File: config.mk
export PLATFORM = sky130hd
export DESIGN_NAME = spwa_front_flat
export DESIGN_NICKNAME = d
export VERILOG_FILES = /design/src/rtl/core/spwa_pkg.sv /design/src/rtl/core/spwa_in_if.sv /design/src/rtl/core/spwa_front.sv /design/src/flat_wrapper.sv
export SDC_FILE = /design/constraint.sdc
export NUM_CORES = 1
export LEC_CHECK = 0
export BUFFER_PORTS_ARGS = -buffer_cell sky130_fd_sc_hd__buf_2
export CAP_MARGIN = 15
export CORE_UTILIZATION = 48
export DETAILED_ROUTE_END_ITERATION = 7
export PLACE_DENSITY = 0.76
export SLEW_MARGIN = 40
export SYNTH_ARGS = -nofsm -noshare
export SYNTH_HDL_FRONTEND = slang
export SYNTH_SLANG_ARGS = --single-unit
File: constraint.sdc
create_clock -name clk -period 3.5 [get_ports clk]
set_clock_uncertainty 0.05 [all_clocks]
set_input_delay 0.7 -clock clk [delete_from_list [all_inputs] [get_ports clk]]
set_output_delay 0.7 -clock clk [all_outputs]
set_load 0.05 [all_outputs]
File: src/rtl/core/spwa_pkg.sv
// ----------------------------------------------------------------------------
// spwa_pkg
// Shared types and constants for the sweep peak/width averager.
// ----------------------------------------------------------------------------
package spwa_pkg;

  // sample and smoothing window
  localparam int SAMPLE_BITS = 10;
  localparam int WIN_DEPTH   = 64;
  localparam int WIN_AW      = $clog2(WIN_DEPTH);
  localparam int WSUM_W      = SAMPLE_BITS + WIN_AW;
  localparam int EXP_W       = 3;
  localparam int EXP_MIN     = 1;
  localparam int EXP_MAX     = 6;

  // per-sweep tracking
  localparam int POS_W     = 12;
  localparam int CNT_W     = 13;
  localparam int CNT_MAX   = 4096;
  localparam logic [SAMPLE_BITS-1:0] THR_INIT = SAMPLE_BITS'(16'h01ff);

  // period ring
  localparam int RING_DEPTH = 128;
  localparam int RING_AW    = $clog2(RING_DEPTH);
  localparam int NCNT_W     = $clog2(RING_DEPTH + 1);
  localparam int PER_W      = 8;
  localparam logic [PER_W-1:0] PER_RESET = PER_W'(128);
  localparam int PK_SUM_W   = 17;
  localparam int WD_SUM_W   = 20;
  localparam int IX_SUM_W   = 19;

  // configuration port
  localparam int CFG_IDX_W  = 2;
  localparam int CFG_DATA_W = 8;

  typedef enum logic [CFG_IDX_W-1:0] {
    REG_WINDOW_EXP   = 2'd0,
    REG_PERIOD_COUNT = 2'd1
  } cfg_reg_t;

  // queue between front and back
  localparam int Q_DEPTH = 4;
  localparam int Q_AW    = $clog2(Q_DEPTH);
  localparam int Q_CW    = $clog2(Q_DEPTH + 1);

  // one finished sweep
  typedef struct packed {
    logic [SAMPLE_BITS-1:0] peak;
    logic [POS_W-1:0]       pos;
    logic [CNT_W-1:0]       count;
  } sweep_rec_t;

  // back-end status
  typedef struct packed {
    logic pop;
    logic recalc;
  } back_stat_t;

endpackage

File: src/rtl/core/spwa_in_if.sv
// ----------------------------------------------------------------------------
// spwa_in_if
// Sample channel: one ADC sample per item with sweep markers.
// ----------------------------------------------------------------------------
interface spwa_in_if import spwa_pkg::*; ();
  logic                   valid;
  logic                   ready;
  logic [SAMPLE_BITS-1:0] sample;
  logic                   first_of_sweep;
  logic                   last_of_sweep;

  modport source (output valid, sample, first_of_sweep, last_of_sweep, input ready);
  modport sink   (input valid, sample, first_of_sweep, last_of_sweep, output ready);
endinterface

File: src/rtl/core/spwa_front.sv
// ----------------------------------------------------------------------------
// spwa_front
// Sample intake: boxcar window, smoothed value, peak and width tracking.
// Pushes one sweep record per sweep end into the queue.
// ----------------------------------------------------------------------------
module spwa_front import spwa_pkg::*; (
  input  logic            clk,
  input  logic            rst,
  input  logic [EXP_W-1:0] shift,
  spwa_in_if.sink         samples,
  input  logic            q_full,
  output logic            q_push,
  output sweep_rec_t      q_rec
);

  logic en, fire;
  logic [WIN_AW-1:0] win_pos, win_pos_next, wr_pos, wrap_pos;
  logic [WIN_DEPTH-1:0] win_vld;
  logic [SAMPLE_BITS-1:0] win_mem [WIN_DEPTH];
  logic [SAMPLE_BITS-1:0] old_raw;

  logic                   s1_valid, s1_first, s1_last, s1_old_vld;
  logic [SAMPLE_BITS-1:0] s1_sample;

  logic [WSUM_W-1:0]      win_sum, wsum_base, wsum_next, mean_full;
  logic [SAMPLE_BITS-1:0] old_val, mean;
  logic                   s2_valid, s2_first, s2_last;
  logic [SAMPLE_BITS-1:0] s2_mean;

  logic [POS_W-1:0]       sweep_pos, peak_pos, sp_base, pp_base, sp_new, pp_new;
  logic [SAMPLE_BITS-1:0] peak, thr, pk_base, pk_new;
  logic [CNT_W-1:0]       above, cnt_base, cnt_new;

  // whole front moves together, held while the queue is full
  assign en            = !q_full;
  assign samples.ready = en;
  assign fire          = samples.valid && en;

  // window write position; a new sweep starts at slot zero
  always_comb begin
    if (int'(shift) >= WIN_AW) begin
      wrap_pos = WIN_AW'(WIN_DEPTH - 1);
    end else begin
      wrap_pos = WIN_AW'((1 << shift) - 1);
    end
    wr_pos       = samples.first_of_sweep ? '0 : win_pos;
    win_pos_next = (wr_pos == '0) ? wrap_pos : wr_pos - 1'b1;
  end

  always_ff @(posedge clk) begin
    if (rst) begin
      win_pos <= '0;
      win_vld <= '0;
    end else if (fire) begin
      win_pos <= win_pos_next;
      if (samples.first_of_sweep) begin
        win_vld <= WIN_DEPTH'(1);
      end else begin
        win_vld[wr_pos] <= 1'b1;
      end
    end
  end

  // window memory, read-first at the slot being replaced
  always_ff @(posedge clk) begin
    if (fire) begin
      old_raw         <= win_mem[wr_pos];
      win_mem[wr_pos] <= samples.sample;
    end
  end

  // stage 1 item register
  always_ff @(posedge clk) begin
    if (rst) begin
      s1_valid <= 1'b0;
    end else if (en) begin
      s1_valid <= fire;
    end
  end

  always_ff @(posedge clk) begin
    if (fire) begin
      s1_sample  <= samples.sample;
      s1_first   <= samples.first_of_sweep;
      s1_last    <= samples.last_of_sweep;
      s1_old_vld <= !samples.first_of_sweep && win_vld[wr_pos];
    end
  end

  // running window sum and saturated mean
  always_comb begin
    old_val   = s1_old_vld ? old_raw : '0;
    wsum_base = s1_first ? '0 : win_sum;
    wsum_next = wsum_base - WSUM_W'(old_val) + WSUM_W'(s1_sample);
    mean_full = wsum_next >> shift;
    if (mean_full > WSUM_W'({SAMPLE_BITS{1'b1}})) begin
      mean = '1;
    end else begin
      mean = mean_full[SAMPLE_BITS-1:0];
    end
  end

  always_ff @(posedge clk) begin
    if (rst) begin
      win_sum  <= '0;
      s2_valid <= 1'b0;
    end else if (en) begin
      s2_valid <= s1_valid;
      if (s1_valid) begin
        win_sum <= wsum_next;
      end
    end
  end

  always_ff @(posedge clk) begin
    if (en && s1_valid) begin
      s2_mean  <= mean;
      s2_first <= s1_first;
      s2_last  <= s1_last;
    end
  end

  // peak, peak position and above-threshold count
  always_comb begin
    pk_base  = s2_first ? '0 : peak;
    pp_base  = s2_first ? '0 : peak_pos;
    sp_base  = s2_first ? '0 : sweep_pos;
    cnt_base = s2_first ? '0 : above;
    if (s2_mean > pk_base) begin
      pk_new = s2_mean;
      pp_new = sp_base;
    end else begin
      pk_new = pk_base;
      pp_new = pp_base;
    end
    sp_new  = (sp_base == '1) ? sp_base : sp_base + 1'b1;
    cnt_new = (s2_mean > thr && cnt_base < CNT_W'(CNT_MAX)) ? cnt_base + 1'b1 : cnt_base;
  end

  always_ff @(posedge clk) begin
    if (rst) begin
      peak      <= '0;
      peak_pos  <= '0;
      sweep_pos <= '0;
      above     <= '0;
      thr       <= THR_INIT;
    end else if (en && s2_valid) begin
      peak      <= pk_new;
      peak_pos  <= pp_new;
      sweep_pos <= sp_new;
      above     <= cnt_new;
      if (s2_last) begin
        thr <= pk_new >> 1;
      end
    end
  end

  // sweep record out
  assign q_push      = en && s2_valid && s2_last;
  assign q_rec.peak  = pk_new;
  assign q_rec.pos   = pp_new;
  assign q_rec.count = cnt_new;

endmodule

File: src/flat_wrapper.sv
// flat-port wrapper written by rule: the top's interface ports become plain ports
module spwa_front_flat import spwa_pkg::*;
  (clk, rst, shift, q_full, q_push, q_rec, samples_valid, samples_sample, samples_first_of_sweep, samples_last_of_sweep, samples_ready);
  spwa_in_if samples_i ();
  input  logic clk;
  input  logic rst;
  input  logic [EXP_W-1:0] shift;
  input  logic q_full;
  output logic q_push;
  output sweep_rec_t q_rec;
  input wire logic [$bits(samples_i.valid)-1:0] samples_valid;
  input wire logic [$bits(samples_i.sample)-1:0] samples_sample;
  input wire logic [$bits(samples_i.first_of_sweep)-1:0] samples_first_of_sweep;
  input wire logic [$bits(samples_i.last_of_sweep)-1:0] samples_last_of_sweep;
  output wire logic [$bits(samples_i.ready)-1:0] samples_ready;
  assign samples_i.valid = samples_valid;
  assign samples_i.sample = samples_sample;
  assign samples_i.first_of_sweep = samples_first_of_sweep;
  assign samples_i.last_of_sweep = samples_last_of_sweep;
  assign samples_ready = samples_i.ready;
  spwa_front u_core (.clk(clk), .rst(rst), .shift(shift), .samples(samples_i), .q_full(q_full), .q_push(q_push), .q_rec(q_rec));
endmodule
==> results.json <==
{
  "outcome": "complete, but fails checks",
  "violations": "negative setup slack",
  "drv_slew": 0,
  "antenna_found_initial": 2,
  "synth.area.top_cells": "edfxtp_1 (59%), dfxtp_1 (8.3%), mux2i_1 (3.8%)",
  "critPathArrivalTime_ns": 3.18,
  "async_flop_share": 0,
  "grt_pass1_vias": 24400,
  "fin_hold_ws_ns": 0.230,
  "drc": 0,
  "drt_iter0_markers": 3189,
  "tritoncts": "done",
  "power_leakage_nw": 14.4,
  "grt-ovfl-total": 0,
  "syn_area_per_cell_um2": 13.0,
  "rows": 98,
  "grt_usage": 0.268,
  "dp_hpwl_mm": 62.8,
  "vdd_drop_max_uv": 482,
  "final_cells": 3946,
  "drt_wl_total_mm": 101,
  "worstMarginPinSlew_ns": 0.869,
  "area_growth_pct": 21.1,
  "place_ws_ns": -0.348,
  "clk_path_buf_depth": 3,
  "final_util": 0.586,
  "cts_max_level": 3,
  "period_share": 1.12,
  "endpoint_kind": "primary output",
  "layout_min_cycle_time_ns": 3.93,
  "path_max_fanout": 6,
  "gp_congestion": 0.955,
  "io_pins": 56,
  "die_w_um": 271,
  "fmax_ghz": 0.255,
  "die_area_um2": 73200,
  "setup_slack_ns": -0.429,
  "yosys_most_used_dff": "edfxtp_1",
  "core_region_area_um2": 71500,
  "setup_viol": 45,
  "hold_violations": 0,
  "synth_seq_cells": 819,
  "clock_latency_ns": 0.66,
  "cts_sinks": 819,
  "syn_inst": 2654,
  "grt_max_degree": 66,
  "required_ns": 2.75,
  "numCtsBuffers": 81,
  "ctsRootBufferMaster": "clkbuf_16",
  "timing.max_cap.violations": 0,
  "cellPowerDensity_nw_per_um2": 536,
  "postRouteAntennaNets": 0,
  "ys_seq_area_frac": 0.669,
  "diodes": 0,
  "syn-num-nets": 2723,
  "netlist_area_um2": 34600,
  "portBuffers": 55,
  "grt_pass1_wl_mm": 149,
  "relSlewSlack": 0.421,
  "synth_area_leader_cell": "edfxtp_1",
  "via_per_inst": 6.29,
  "synth_top_area_share": 0.585,
  "via_count": 24800,
  "clk_pin_slew_ns": 0.06,
  "layout-drive-gt1-share": 0.224,
  "ys_types": 84,
  "grt_setup_unrepaired": "yes",
  "hp-class": "in2reg",
  "fin_nets": 2997,
  "cp-start-kind": "flop",
  "ys.warnings.count": 0,
  "synth_enable_flop_cells": 675,
  "dieHeight_um": 271,
  "first_pass_iters": 6,
  "final_cell_mix": "edfxtp_1 (675), buf_4 (279), nand2_1 (253)",
  "start_util": 0.484,
  "dpl.cell_count": 3751,
  "layout_commonest_cell": "edfxtp_1",
  "crit_type": "reg2out",
  "avgRoutedWirePerCell_um": 25.6
}
==> cells by family after synthesis <==
family / after synthesis / share of synthesized area
muxes: 168 / 0.0539
AOI/OAI and AO/OA: 690 / 0.136
xor gates and xnor gates: 29 / 0.00734
and+or+nand+nor: 652 / 0.0848
DFF: 819 / 0.669
adders and majority gates: 50 / 0.0202
buffers and inverters: 246 / 0.0291
==> worst paths after layout <==
path	from	end	slack, ns	cells past startpoint
setup / recovery	u_core.s2_first	q_rec[30]	-0.43	13
hold reg to reg	u_core.s1_last	u_core.s2_last	0.37	0
setup reg to reg	u_core.s1_old_vld	u_core.s2_mean[6]	-0.24	14
hold / removal	samples_last_of_sweep	u_core.s1_last	0.23	1
==> critical path, stage by stage (launching register included) <==
cell        delay, ns
edfxtp_1         0.48
buf_6            0.17
nand2b_4         0.14
ha_4             0.21
nand4_1          0.15
nor3_4           0.06
a221oi_2         0.26
o21ai_2          0.11
nand2_4          0.19
clkinvlp_4       0.20
buf_6            0.17
a21oi_2          0.16
inv_1            0.08
buf_6            0.15
==> state kept, by name, indices dropped and copies added (netlist names) <==
| signal | count |
|---|---|
| u_core.above | 13 |
| u_core.old_raw | 10 |
| u_core.peak | 10 |
| u_core.peak_pos | 12 |
| u_core.s1_first | 1 |
| u_core.s1_last | 1 |
| u_core.s1_old_vld | 1 |
| u_core.s1_sample | 10 |
| u_core.s1_valid | 1 |
| u_core.s2_first | 1 |
| u_core.s2_last | 1 |
| u_core.s2_mean | 10 |
| u_core.s2_valid | 1 |
| u_core.sweep_pos | 12 |
| u_core.thr | 9 |
| u_core.win_mem | 640 |
| u_core.win_pos | 6 |
| u_core.win_sum | 16 |
| u_core.win_vld | 64 |
==> metal layers <==
layer  global-route usage  part of all wire  up-vias
met5                    0           0.00036        -
met4                0.133             0.051        4
met3               0.0587              0.11      340
met2                0.431              0.47     1688
met1                0.343              0.36    12200
li1                     -                 -    10600
==> Yosys cell counts (all sizes together), types with 29 or more instances <==
cell and number:
buf 73, nor2b 33, nor2 183, edfxtp 675
inv 72, a211oi 45, a221oi 42, clkbuf 99
nor3 29, nand3 48, nand2 257, o21a 65
nand2b 32, a22oi 64, mux2i 133, ha 40
a21oi 184, o21ai 102, dfxtp 144
==> area by class of cell <==
type                       count  area, um^2
timing repair inverter         1        7.51
inverter                      74         288
multi-input combinational   1589       11200
fill                        5346       29600
clock inverter                44         644
tap                          950        1190
sequential                   819       23200
clock buffer                 107        2250
timing repair buffer         362        3160
==> where the power goes <==
group / internal, mW / leakage, nW / switching (mW)
Combinational: 0.973 / 5.75 / 1.48
Sequential: 10.6 / 7.24 / 0.0489
Clock: 5.54 / 1.41 / 3.81
Total: 17.1 / 14.4 / 5.34
==> through the flow <==
step                setup TNS, ns  cell area (um^2)  power (mW)
global placement            -3.24             37800        13.0
CTS                        -11.16             41500        22.4
finish                     -13.10             41900        22.5
floorplan                   -1.01             34700        12.1
detailed placement          -4.12             37800        13.1
global route               -18.73             41900        23.0
==> what timing repair did <==
action                     in CTS  in global routing
cloned                          2                  1
gates resized for setup       133                 62
setup buffers                  21                 20
setup endpoints to repair      45                 45
pin swaps                      26                 24
hold buffers                    0                  0
No activity file was read; power rests on OpenSTA's default activity.
