## src/rtl/core/spwa_pkg.sv

```systemverilog
// ----------------------------------------------------------------------------
// spwa_pkg
// Shared types and constants for the sweep peak/width averager.
// ----------------------------------------------------------------------------
package spwa_pkg;

  // sample and smoothing window
  localparam int SAMPLE_BITS = 10;
  localparam int WIN_DEPTH   = 64;
  localparam int WIN_AW      = $clog2(WIN_DEPTH);
  localparam int WSUM_W      = SAMPLE_BITS + WIN_AW;
  localparam int EXP_W       = 3;
  localparam int EXP_MIN     = 1;
  localparam int EXP_MAX     = 6;

  // per-sweep tracking
  localparam int POS_W     = 12;
  localparam int CNT_W     = 13;
  localparam int CNT_MAX   = 4096;
  localparam logic [SAMPLE_BITS-1:0] THR_INIT = SAMPLE_BITS'(16'h01ff);

  // period ring
  localparam int RING_DEPTH = 128;
  localparam int RING_AW    = $clog2(RING_DEPTH);
  localparam int NCNT_W     = $clog2(RING_DEPTH + 1);
  localparam int PER_W      = 8;
  localparam logic [PER_W-1:0] PER_RESET = PER_W'(128);
  localparam int PK_SUM_W   = 17;
  localparam int WD_SUM_W   = 20;
  localparam int IX_SUM_W   = 19;

  // configuration port
  localparam int CFG_IDX_W  = 2;
  localparam int CFG_DATA_W = 8;

  typedef enum logic [CFG_IDX_W-1:0] {
    REG_WINDOW_EXP   = 2'd0,
    REG_PERIOD_COUNT = 2'd1
  } cfg_reg_t;

  // queue between front and back
  localparam int Q_DEPTH = 4;
  localparam int Q_AW    = $clog2(Q_DEPTH);
  localparam int Q_CW    = $clog2(Q_DEPTH + 1);

  // one finished sweep
  typedef struct packed {
    logic [SAMPLE_BITS-1:0] peak;
    logic [POS_W-1:0]       pos;
    logic [CNT_W-1:0]       count;
  } sweep_rec_t;

  // back-end status
  typedef struct packed {
    logic pop;
    logic recalc;
  } back_stat_t;

endpackage

```

## src/rtl/core/spwa_queue.sv

```systemverilog
// ----------------------------------------------------------------------------
// spwa_queue
// Short record queue between the sample front and the ring back end.
// ----------------------------------------------------------------------------
module spwa_queue import spwa_pkg::*; (
  input  logic       clk,
  input  logic       rst,
  input  logic       push,
  input  sweep_rec_t push_rec,
  output logic       full,
  input  logic       pop,
  output sweep_rec_t pop_rec,
  output logic       not_empty
);

  sweep_rec_t        slots [Q_DEPTH];
  logic [Q_AW-1:0]   wr_ptr, rd_ptr;
  logic [Q_CW-1:0]   fill;

  // storage
  always_ff @(posedge clk) begin
    if (push) begin
      slots[wr_ptr] <= push_rec;
    end
  end

  // pointers and fill level
  always_ff @(posedge clk) begin
    if (rst) begin
      wr_ptr <= '0;
      rd_ptr <= '0;
      fill   <= '0;
    end else begin
      if (push) begin
        wr_ptr <= wr_ptr + 1'b1;
      end
      if (pop) begin
        rd_ptr <= rd_ptr + 1'b1;
      end
      unique case ({push, pop})
        2'b10:   fill <= fill + 1'b1;
        2'b01:   fill <= fill - 1'b1;
        default: fill <= fill;
      endcase
    end
  end

  assign pop_rec   = slots[rd_ptr];
  assign full      = (fill == Q_CW'(Q_DEPTH));
  assign not_empty = (fill != '0);

endmodule

```

## config.mk

```make
export PLATFORM = sky130hd
export DESIGN_NAME = spwa_queue
export DESIGN_NICKNAME = d
export VERILOG_FILES = /design/src/rtl/core/spwa_pkg.sv /design/src/rtl/core/spwa_queue.sv
export SDC_FILE = /design/constraint.sdc
export NUM_CORES = 1
export LEC_CHECK = 0
export BUFFER_PORTS_ARGS = -buffer_cell sky130_fd_sc_hd__buf_2
export CAP_MARGIN = 20
export CORE_ASPECT_RATIO = 1.4
export CORE_MARGIN = 2
export CORE_UTILIZATION = 45
export CTS_CLUSTER_SIZE = 28
export DETAILED_ROUTE_END_ITERATION = 7
export HOLD_SLACK_MARGIN = 0.08
export SYNTH_ARGS = -nofsm -noshare
export SYNTH_HDL_FRONTEND = slang
export SYNTH_SLANG_ARGS = --single-unit
```

## constraint.sdc

```tcl
create_clock -name clk -period 2.3 [get_ports clk]
set_input_delay 0.46 -clock clk [delete_from_list [all_inputs] [get_ports clk]]
set_output_delay 0.46 -clock clk [all_outputs]
set_load 0.03 [all_outputs]
```

==> results.md, run 1 <==
* Main combinational cell family by area after synthesis: multiplexers
* CP max-delay cell: mux4_1
* Placer Congestion at 0.6771
* Synthesized Nets at 271
* 1st-iter DRT viols at 121
* Yosys top cell by area: edfxtp_1
* Area of the multi-input gates at 1044 sq um
* Top post-synthesis cells by count: 140 x edfxtp_1, 30 x mux4_2, 9 x dfxtp_1
* Slew @ Worst Pin at 0.3248 ns
* Most frequent cell after synthesis: edfxtp_1
* Tmin final at 2.243 ns
* Largest net degree at the start of global routing at 31
* Fin cells at 484
* First-pass GRT wire length at 14610 um
* Final core utilization at 56.86%
* Sequential Power Share at 46.8%
* Fillers at 933
* Setup-failing EPs final at 0
* Required @ worst endpoint at 1.84 ns
* R2R cell count at 4
* Main flop type after synthesis: edfxtp_1
* Core box area at 11940 sq um
* Power Internal at 5.223 mW
* Reg2reg setup slack at 0.87 ns
* WP data arrival at 1.78 ns
* Storage cell area at 4389 sq um
* Worst Skew at 0.007261 ns
* Post-synthesis mux area share at 14.96%
* Maximum clock insertion buffer count at 2
* Max capacitance violation total at 0
* WL per Instance at 19.33 um
* Rows at 47
* Asr flop ratio synth at 0%
* H-tree depth at 4
* Final WS setup at 0.05725 ns
* Via density per instance at 5.233
* Synth unique cells at 22
* Initial core utilization at 46.32%
* Final Hold Fails at 0
* Final period utilization at 97.51%
* Placement Setup Slack at 0.3561 ns
* Grt total ovfl at 0
* Post-synth top area share at 76.04%
* Maximum vdd drop at 536.1 uV
* Reg-to-reg startpoint: fill[0]
* WHS Endpoint: slots[2][19]
* Num CTS Buffers at 17
* Synthesized flop and latch total at 149
* Mapped Cells at 226
* Pleak at 2.368 nW
* Die ar. at 13200 sq um
* DIE WIDTH at 97.68 um
* Antenna diode count at 0
* Chip Height at 135.2 um
* Switching Share at 22.49%
* Crit path cell chain: buf_12 > mux4_1 > buf_2
* P&R area growth vs syn at 22.77%
* Post-route ant nets at 0
* Slew Limit Fails at 0
* Boundary pin count at 76
* Worst path max stage delay at 0.58 ns
* Switching pwr at 1.515 mW
* Clk network pwr share at 41.9%
* Startpoint Class: flip-flop
* Hold-fix buffers, CTS at 0
* Clk slew on worst S/H paths at 0.06 ns
* Logic pwr share at 11.2%
* Crit path kind: flip-flop to output port
* Initial antenna violation count at 1
* Min-delay worst type: input pin to flip-flop
* Post-synthesis xor/xnor area fraction at 0.7920%
* Post-synth EDFFs at 140
* Worst reg2reg endpoint: fill[2]
* Dpl cells at 450
* HPWL after DPL at 5683 um
* Compound-Gate Fraction of Synth Area at 0.1810%
* RSZ-0062 raised after global routing: true
* Nets at 369
* Clk_lat worst skew at 0.40 ns
* Worst Hold Slack at 0.2711 ns
* Synth Area in Adders at 1.494%
* # DRC at 0
* Vias in the first global route at 2750
* Maximum fanout along the worst path at 10
* Number of I/O port buffers at 75
* DR pass1 iterations at 4
* Outcome: finished clean
* Share of layout cells above drive strength 1 at 45.10%
* Clock root buffer: clkbuf_16
* Syn avg cell area at 24.46 sq um
* FMAX at 445.9 MHz
* Hold Path Depth at 1
* GRT Overall Usage at 15.01%
* Sequential share of the synthesized area at 79.29%
* CTS Sinks at 149
* Yosys warns at 0
* CTS tree: built
* Via count at 2533
* Ranking of synthesized cells by area: edfxtp_1 76%, mux4_2 12%, dfxtp_1 3.3%
* Crit end category: output port
* Routed WL at 9357 um
* Max-slew headroom at 78.34%
* Power per cell area at 992.8 nW/um^2
* Simple-gate share of the synthesized area at 1.358%
* Area of the mapped netlist at 5529 sq um
* Hold Crit Start: push_rec[19]
-- worst max-delay path: cells and delay by family (launching register included) --
family | cells | cell delay [ns]
mux | 1 | 0.58
flops | 1 | 0.43
buf+inv | 2 | 0.37
-- registers in the layout (all words and copies together), names as in the netlist, named ones only --
register  count
rd_ptr        2
wr_ptr        2
slots       140
fill          3
-- worst max path at each step --
| stage | startpoint | end | cells past startpoint |
|---|---|---|---|
| after floorplan | wr_ptr[0] | slots[2][0] | 3 |
| after global placement | push | fill[2] | 7 |
| after detailed placement | push | fill[2] | 7 |
| after CTS | flip-flop | pop_rec[27] | 3 |
| after global routing | flip-flop | pop_rec[27] | 3 |
| final | flip-flop | pop_rec[27] | 3 |
-- cell usage in the layout (no fill, tap or decap), drive strengths merged, types with 2 or more instances in the layout --
cell type  instances
xnor2              3
clkinv             5
mux2i              2
or3                2
mux4              35
ha                 5
dfxtp              9
nor2               7
buf               86
clkinvlp           3
bufinv             4
edfxtp           140
clkbuf            21
xor2               2
and2               4
inv                4
-- metrics by stage --
| stage | cell area (sq um) | power (mW) | setup TNS [ns] |
|---|---|---|---|
| final | 6788 | 6.739 | 0 |
| after global routing | 6788 | 6.988 | -0.001535 |
| after CTS | 6735 | 6.812 | 0 |
| after detailed placement | 6121 | 3.968 | 0 |
| after global placement | 6121 | 3.956 | 0 |
| after floorplan | 5529 | 3.732 | 0 |
-- routing by layer --
metal	vias to the layer above	GRT usage, %	routed length, um
li1	1142	-	-
met1	1324	17.16	3752
met2	60	25.98	5089
met3	7	5.418	415
met4	0	5.710	99
met5	-	0	0
-- area by class of cell --
class / instances / share of cell area (%)
timing repair buffer: 88 / 8.037
clock buffer: 19 / 6.378
tap: 147 / 2.710
sequential: 149 / 64.66
inverter: 3 / 0.1659
clock inverter: 13 / 2.673
multi-input combinational: 65 / 15.37
-- repair_timing --
item                       4_1_cts  5_1_grt
buffers inserted                 0        0
resized for setup                0        1
setup endpoints to repair        0        1
-- power by group through the flow --
stage | logic [mW] | clock network [mW] | registers [mW]
after CTS | 0.760 | 2.90 | 3.15
after floorplan | 0.536 | 0 | 3.20
after detailed placement | 0.757 | 0 | 3.21
after global routing | 0.809 | 3.01 | 3.17
after global placement | 0.754 | 0 | 3.20
final | 0.757 | 2.83 | 3.16
-- cell families (layout without fill, tap and decap cells) --
kind of cell / Yosys count / after routing
compound gates: 2 / 2
xor+xnor: 5 / 5
fa+ha+maj: 6 / 6
buf+inv: 12 / 123
flops: 149 / 149
mux: 37 / 37
simple gates: 15 / 15
Power figures use the tool's default switching activity.
==> run 2, diff against run 1 <==
--- a/config.mk
+++ b/config.mk
@@ -9,7 +9,7 @@
 export CAP_MARGIN = 20
 export CORE_ASPECT_RATIO = 1.4
 export CORE_MARGIN = 2
-export CORE_UTILIZATION = 45
+export CORE_UTILIZATION = 39
 export CTS_CLUSTER_SIZE = 28
 export DETAILED_ROUTE_END_ITERATION = 7
 export HOLD_SLACK_MARGIN = 0.08
==> results.md, run 2 (same netlist as run 1, synthesis figures left out) <==
* Maximum clock insertion buffer count at 2 (unchanged)
* Vias in the first global route at 2732 (was 2750)
* Antenna diode count at 0 (unchanged)
* Num CTS Buffers at 17 (unchanged)
* Via density per instance at 4.766 (was 5.233)
* Slew Limit Fails at 0 (unchanged)
* Clk network pwr share at 43.4% (was 41.9%)
* Routed WL at 9443 um (was 9357 um)
* 1st-iter DRT viols at 70 (was 121)
* Die ar. at 15160 sq um (was 13200 sq um)
* Maximum vdd drop at 431.0 uV (was 536.1 uV)
* CTS tree: built (unchanged)
* Met3 WL post-DR at 405 um (was 415 um)
* Tmin final at 2.205 ns (was 2.243 ns)
* Clk slew on worst S/H paths at 0.06 ns (about the same)
* Biggest regs: slots x140, fill x3 (unchanged)
* Total power at 6.902 mW (was 6.739 mW)
* Most common cell after layout, fill and taps aside: edfxtp_1 (unchanged)
* Setup repair bufs after CTS at 0 (unchanged)
* Placed instance area at 6203 sq um (was 6121 sq um)
* Most frequent cells in the layout: 140 x edfxtp_1, 75 x buf_2, 32 x mux4_2 (was 140 x edfxtp_1, 75 x buf_2, 30 x mux4_2)
* Switching pwr at 1.562 mW (was 1.515 mW)
* FMAX at 453.4 MHz (was 445.9 MHz)
* Met1 Routed Length at 3657 um (was 3752 um)
* DIE WIDTH at 104.6 um (was 97.68 um)
* Top reg by flops: slots (unchanged)
* Max capacitance violation total at 0 (unchanged)
* DR pass1 iterations at 4 (unchanged)
* Fillers at 1201 (was 933)
* Setup TNS at 0 ns (unchanged)
* Crit end category: output port (unchanged)
* Setup-failing EPs final at 0 (unchanged)
* Worst Skew at 0.009428 ns (was 0.007261 ns)
* WP data arrival at 1.75 ns (was 1.78 ns)
* Hold Crit Start: push_rec[22] (was push_rec[19])
* Clock root buffer: clkbuf_16 (unchanged)
* Crit path cell chain: buf_12 > mux4_1 > buf_2 (unchanged)
* Largest register FFs at 140 (unchanged)
* Slew @ Worst Pin at 0.3857 ns (was 0.3248 ns)
* Buf+Inv Stages, Crit Path at 2 (unchanged)
* Worst path max stage delay at 0.57 ns (was 0.58 ns)
* Via count at 2469 (was 2533)
* Placer Congestion at 0.6516 (was 0.6771)
* Sequential Power Share at 45.6% (was 46.8%)
* Crit path kind: flip-flop to output port (unchanged)
* Switching Share at 22.64% (was 22.49%)
* First-pass GRT wire length at 14840 um (was 14610 um)
* Grt total ovfl at 0 (unchanged)
* Met2 WL at 5195 um (was 5089 um)
* Pleak at 2.360 nW (was 2.368 nW)
* Area of the multi-input gates at 1036 sq um (was 1044 sq um)
* Number of I/O port buffers at 75 (unchanged)
* Power per cell area at 1008 nW/um^2 (was 992.8 nW/um^2)
* Chip Height at 144.9 um (was 135.2 um)
* P&R area growth vs syn at 23.83% (was 22.77%)
* Maximum fanout along the worst path at 16 (was 10)
* Core box area at 13910 sq um (was 11940 sq um)
* H-tree depth at 4 (unchanged)
* Rows at 51 (was 47)
* Initial core utilization at 39.75% (was 46.32%)
* Boundary pin count at 76 (unchanged)
* # DRC at 0 (unchanged)
* Nets at 365 (was 369)
* Max Used Layer: met4 (unchanged)
* Design Area, Final at 6847 sq um (was 6788 sq um)
* HPWL after DPL at 5800 um (was 5683 um)
* Reg-to-reg startpoint: wr_ptr[0] (was fill[0])
* WL per Instance at 18.23 um (was 19.33 um)
* GRT Overall Usage at 13.59% (was 15.01%)
* Largest net degree at the start of global routing at 36 (was 31)
* Share of layout cells above drive strength 1 at 45.95% (was 45.10%)
* Clk_lat worst skew at 0.41 ns (was 0.40 ns)
* Logic pwr share at 11.0% (was 11.2%)
* Max-slew headroom at 74.28% (was 78.34%)
* CP max-delay cell: mux4_1 (unchanged)
* Cell family with most CP delay: multiplexers (unchanged)
* Post-route ant nets at 0 (unchanged)
* Final core utilization at 49.22% (was 56.86%)
* Initial antenna violation count at 0 (was 1)
* Storage cell area at 4387 sq um (was 4389 sq um)
* Required @ worst endpoint at 1.84 ns (about the same)
* RSZ-0062 raised after global routing: false (was true)
* Startpoint Class: flip-flop (unchanged)
* Power Internal at 5.339 mW (was 5.223 mW)
* Min-delay worst type: input pin to flip-flop (unchanged)
* Final period utilization at 95.88% (was 97.51%)
* Outcome: finished clean (unchanged)
* Final Hold Fails at 0 (unchanged)
* CTS Sinks at 149 (unchanged)
==> run 2: cell types whose count changed in the layout (fill, tap and decap cells not counted), sizes merged <==
cell	delta
clkbuf	-4
bufinv	+1
clkinv	-2
buf	-2
inv	+3
==> run 2: worst paths after layout <==
kind / endpoint / slack (ns) / cells past startpoint
setup / recovery: pop_rec[27] / 0.09 / 3
hold / removal: slots[3][22] / 0.26 / 1
hold reg to reg: fill[2] / 0.50 / 2
setup reg to reg: slots[0][34] / 0.80 / 4
==> run 2: layer usage <==
layer / track usage, % / vias up
met4: 6.596 / 0
met2: 23.80 / 55
met3: 4.702 / 10
li1: - / 1131
met1: 14.84 / 1273
met5: 0 / -
==> run 2: final cells by class <==
class / instances / share of cell area (%)
multi-input cells: 65 / 15.13
flip-flops and latches: 149 / 64.07
inverters: 3 / 0.1645
clock buffers: 17 / 6.213
well taps: 185 / 3.381
repair buffers: 84 / 7.749
clock inverters: 15 / 3.289
==> run 2: timing repair <==
| item | in CTS | in global routing |
|---|---|---|
| setup endpoints to repair | 0 | 2 |
| gates resized for setup | 0 | 2 |
| hold buffers | 0 | 0 |
| endpoints found under the hold margin | 0 | 0 |
==> run 2: stage by stage <==
| step | cells | setup slack, ns | hold slack [ns] |
|---|---|---|---|
| floorplan | 226 | 0.5058 | 0.4614 |
| global route | 518 | 0.001608 | 0.2413 |
| detailed placement | 486 | 0.3114 | 0.4896 |
| finish | 518 | 0.09465 | 0.2612 |
| CTS | 518 | 0.02124 | 0.2430 |
| global placement | 486 | 0.3824 | 0.4868 |
==> run 2: power by group through the flow <==
stage                     Clock (mW)  Combinational (mW)  Sequential, mW
after detailed placement           0               0.778            3.21
after floorplan                    0               0.536            3.20
after global routing            3.17               0.818            3.16
after global placement             0               0.770            3.20
after CTS                       3.06               0.781            3.15
final                           2.99               0.761            3.15
==> run 3, diff against run 2 <==
--- a/config.mk
+++ b/config.mk
@@ -5,6 +5,7 @@
 export SDC_FILE = /design/constraint.sdc
 export NUM_CORES = 1
 export LEC_CHECK = 0
+export ABC_AREA = 1
 export BUFFER_PORTS_ARGS = -buffer_cell sky130_fd_sc_hd__buf_2
 export CAP_MARGIN = 20
 export CORE_ASPECT_RATIO = 1.4
==> results.md, run 3 <==
* Initial core utilization at 40.25% (was 39.75%)
* Final period utilization at 94.77% (was 95.88%)
* Sequential Power Share at 49.5% (was 45.6%)
* DR pass1 iterations at 4 (unchanged)
* Most frequent cell after synthesis: edfxtp_1 (unchanged)
* Power Internal at 4.764 mW (was 5.339 mW)
* Synth unique cells at 19 (was 22)
* Maximum fanout along the worst path at 44 (was 16)
* Asr flop ratio synth at 0% (unchanged)
* Max-slew headroom at 72.72% (was 74.28%)
* Post-synth EDFFs at 140 (unchanged)
* Maximum vdd drop at 508.8 uV (was 431.0 uV)
* # DRC at 0 (unchanged)
* Post-synth top area share at 74.75% (was 76.04%)
* Clk slew on worst S/H paths at 0.06 ns (about the same)
* Initial antenna violation count at 1 (was 0)
* Synthesized Nets at 442 (was 271)
* Chip Height at 146.1 um (was 144.9 um)
* Crit path cell chain: buf_6 > o21ai_1 > o22ai_1 > buf_2 (was buf_12 > mux4_1 > buf_2)
* Maximum clock insertion buffer count at 2 (unchanged)
* Outcome: finished clean (unchanged)
* WP data arrival at 1.72 ns (was 1.75 ns)
* Core box area at 13970 sq um (was 13910 sq um)
* Final WS setup at 0.1203 ns (was 0.09465 ns)
* Rows at 51 (unchanged)
* Area of the multi-input gates at 1050 sq um (was 1036 sq um)
* Switching Share at 24.60% (was 22.64%)
* Nets at 526 (was 365)
* Crit end category: output port (unchanged)
* Tmin final at 2.180 ns (was 2.205 ns)
* Worst path max stage delay at 0.39 ns (was 0.57 ns)
* Startpoint Class: flip-flop (unchanged)
* Largest register FFs at 140 (unchanged)
* DIE WIDTH at 105.5 um (was 104.6 um)
* Mapped Cells at 397 (was 226)
* RSZ-0062 raised after global routing: false (unchanged)
* Storage cell area at 4385 sq um (was 4387 sq um)
* GRT Overall Usage at 15.07% (was 13.59%)
* Syn avg cell area at 14.17 sq um (was 24.46 sq um)
* Logic pwr share at 11.2% (was 11.0%)
* Area of the mapped netlist at 5624 sq um (was 5529 sq um)
* Ranking of synthesized cells by area: edfxtp_1 75%, nor2_1 5.3%, o21ai_0 4.8% (was edfxtp_1 76%, mux4_2 12%, dfxtp_1 3.3%)
* Slew Limit Fails at 0 (unchanged)
* Setup-failing EPs final at 0 (unchanged)
* Via count at 3390 (was 2469)
* Via density per instance at 4.993 (was 4.766)
* Hold-fix buffers, CTS at 0 (unchanged)
* CP max-delay cell: dfxtp_2 (was mux4_1)
* CTS tree: built (unchanged)
* Synthesized flop and latch total at 149 (unchanged)
* Crit path kind: flip-flop to output port (unchanged)
* Share of layout cells above drive strength 1 at 24.90% (was 45.95%)
* Biggest regs: slots x140, fill x3 (unchanged)
* Slew @ Worst Pin at 0.4085 ns (was 0.3857 ns)
* Max capacitance violation total at 0 (unchanged)
* H-tree depth at 4 (unchanged)
* Setup repair bufs after CTS at 0 (unchanged)
* CTS Sinks at 149 (unchanged)
* Pleak at 2.449 nW (was 2.360 nW)
* Yosys warns at 0 (unchanged)
* Placement Setup Slack at 0.4606 ns (was 0.3114 ns)
* Largest net degree at the start of global routing at 45 (was 36)
* Boundary pin count at 76 (unchanged)
* Routed WL at 11270 um (was 9443 um)
* Top reg by flops: slots (unchanged)
* Buf+Inv Stages, Crit Path at 2 (unchanged)
* Number of I/O port buffers at 75 (unchanged)
* Power per cell area at 929.1 nW/um^2 (was 1008 nW/um^2)
* Clk_lat worst skew at 0.41 ns (about the same)
* Clock root buffer: clkbuf_16 (unchanged)
* Num CTS Buffers at 17 (unchanged)
* Cell family with most CP delay: buffers and inverters (was multiplexers)
* Sequential share of the synthesized area at 77.95% (was 79.29%)
* Most common cell after layout, fill and taps aside: edfxtp_1 (unchanged)
* Fillers at 1216 (was 1201)
* Worst Skew at 0.003623 ns (was 0.009428 ns)
* P&R area growth vs syn at 20.91% (was 23.83%)
* Clk network pwr share at 39.3% (was 43.4%)
* 1st-iter DRT viols at 158 (was 70)
* Most frequent cells in the layout: 140 x edfxtp_1, 80 x nor2_1, 75 x buf_2 (was 140 x edfxtp_1, 75 x buf_2, 32 x mux4_2)
* First-pass GRT wire length at 17550 um (was 14840 um)
* Min-delay worst type: input pin to flip-flop (unchanged)
* Required @ worst endpoint at 1.84 ns (about the same)
* HPWL after DPL at 6767 um (was 5800 um)
* Placer Congestion at 0.7455 (was 0.6516)
* Grt total ovfl at 0 (unchanged)
* Main flop type after synthesis: edfxtp_1 (unchanged)
* Switching pwr at 1.554 mW (was 1.562 mW)
* FMAX at 458.8 MHz (was 453.4 MHz)
* Top post-synthesis cells by count: 140 x edfxtp_1, 80 x nor2_1, 54 x o21ai_0 (was 140 x edfxtp_1, 30 x mux4_2, 9 x dfxtp_1)
* Setup TNS at 0 ns (unchanged)
* Vias in the first global route at 3323 (was 2732)
* WL per Instance at 16.59 um (was 18.23 um)
* Die ar. at 15410 sq um (was 15160 sq um)
* Final Hold Fails at 0 (unchanged)
* Antenna diode count at 0 (unchanged)
* Yosys top cell by area: edfxtp_1 (unchanged)
* Post-route ant nets at 0 (unchanged)
==> run 3: final timing paths <==
kind                            startpoint            to  slack [ns]  cells past startpoint
worst max-delay path             flip-flop   pop_rec[21]        0.12                      4
worst min-delay path                   rst       fill[0]        0.21                      2
worst max register to register   wr_ptr[1]  slots[1][14]        0.75                      5
worst min register to register   rd_ptr[1]     flip-flop        0.45                      1
==> run 3: layout make-up <==
type | instances | share of cell area, %
flip-flops and latches | 149 | 64.49
clock inverters | 15 | 1.711
multi-input cells | 212 | 15.44
clock buffers | 17 | 6.256
well taps | 185 | 3.404
repair buffers | 86 | 7.764
inverters | 15 | 0.9384
==> run 3: power groups by stage <==
stage                     logic (mW)  clock network [mW]  registers (mW)
after floorplan                0.462                   0            3.18
after global placement         0.704                   0            3.18
after detailed placement       0.716                   0            3.18
after CTS                      0.719                2.52            3.13
after global routing           0.774                2.64            3.14
final                          0.708                2.48            3.13
==> run 3: repair_timing <==
| item | 4_1_cts | 5_1_grt |
|---|---|---|
| endpoints found under the setup margin | 0 | 14 |
| resized for setup | 0 | 4 |
| endpoints found under the hold margin | 0 | 0 |
==> run 3: cells by family (layout without fill, tap and decap cells) <==
family	count (synthesis)	after routing	synth area share (%)
compound gates	113	113	10.83
xor+xnor	1	1	0.1558
fa+ha+maj	6	6	1.468
buf+inv	36	133	3.382
flops	149	149	77.95
simple gates	92	92	6.207
==> run 3: stage by stage <==
stage	utilization [%]	total power, mW	hold slack (ns)	std cells	cell area (sq um)
6_report	48.66	6.318	0.2117	679	6800
5_1_grt	48.66	6.549	0.2069	679	6800
4_1_cts	48.57	6.366	0.2004	679	6788
3_5_place_dp	44.70	3.900	0.4356	647	6246
3_3_place_gp	44.70	3.885	0.4328	647	6246
2_1_floorplan	-	3.642	0.4115	397	5624
==> run 3: routing by layer <==
metal / share of wire (%) / GRT usage [%] / up-vias
met5: 0.12 / 0 / -
met4: 1.7 / 6.316 / 2
met3: 4.9 / 5.134 / 17
met2: 52 / 26.06 / 60
met1: 41 / 16.90 / 1666
li1: - / - / 1645
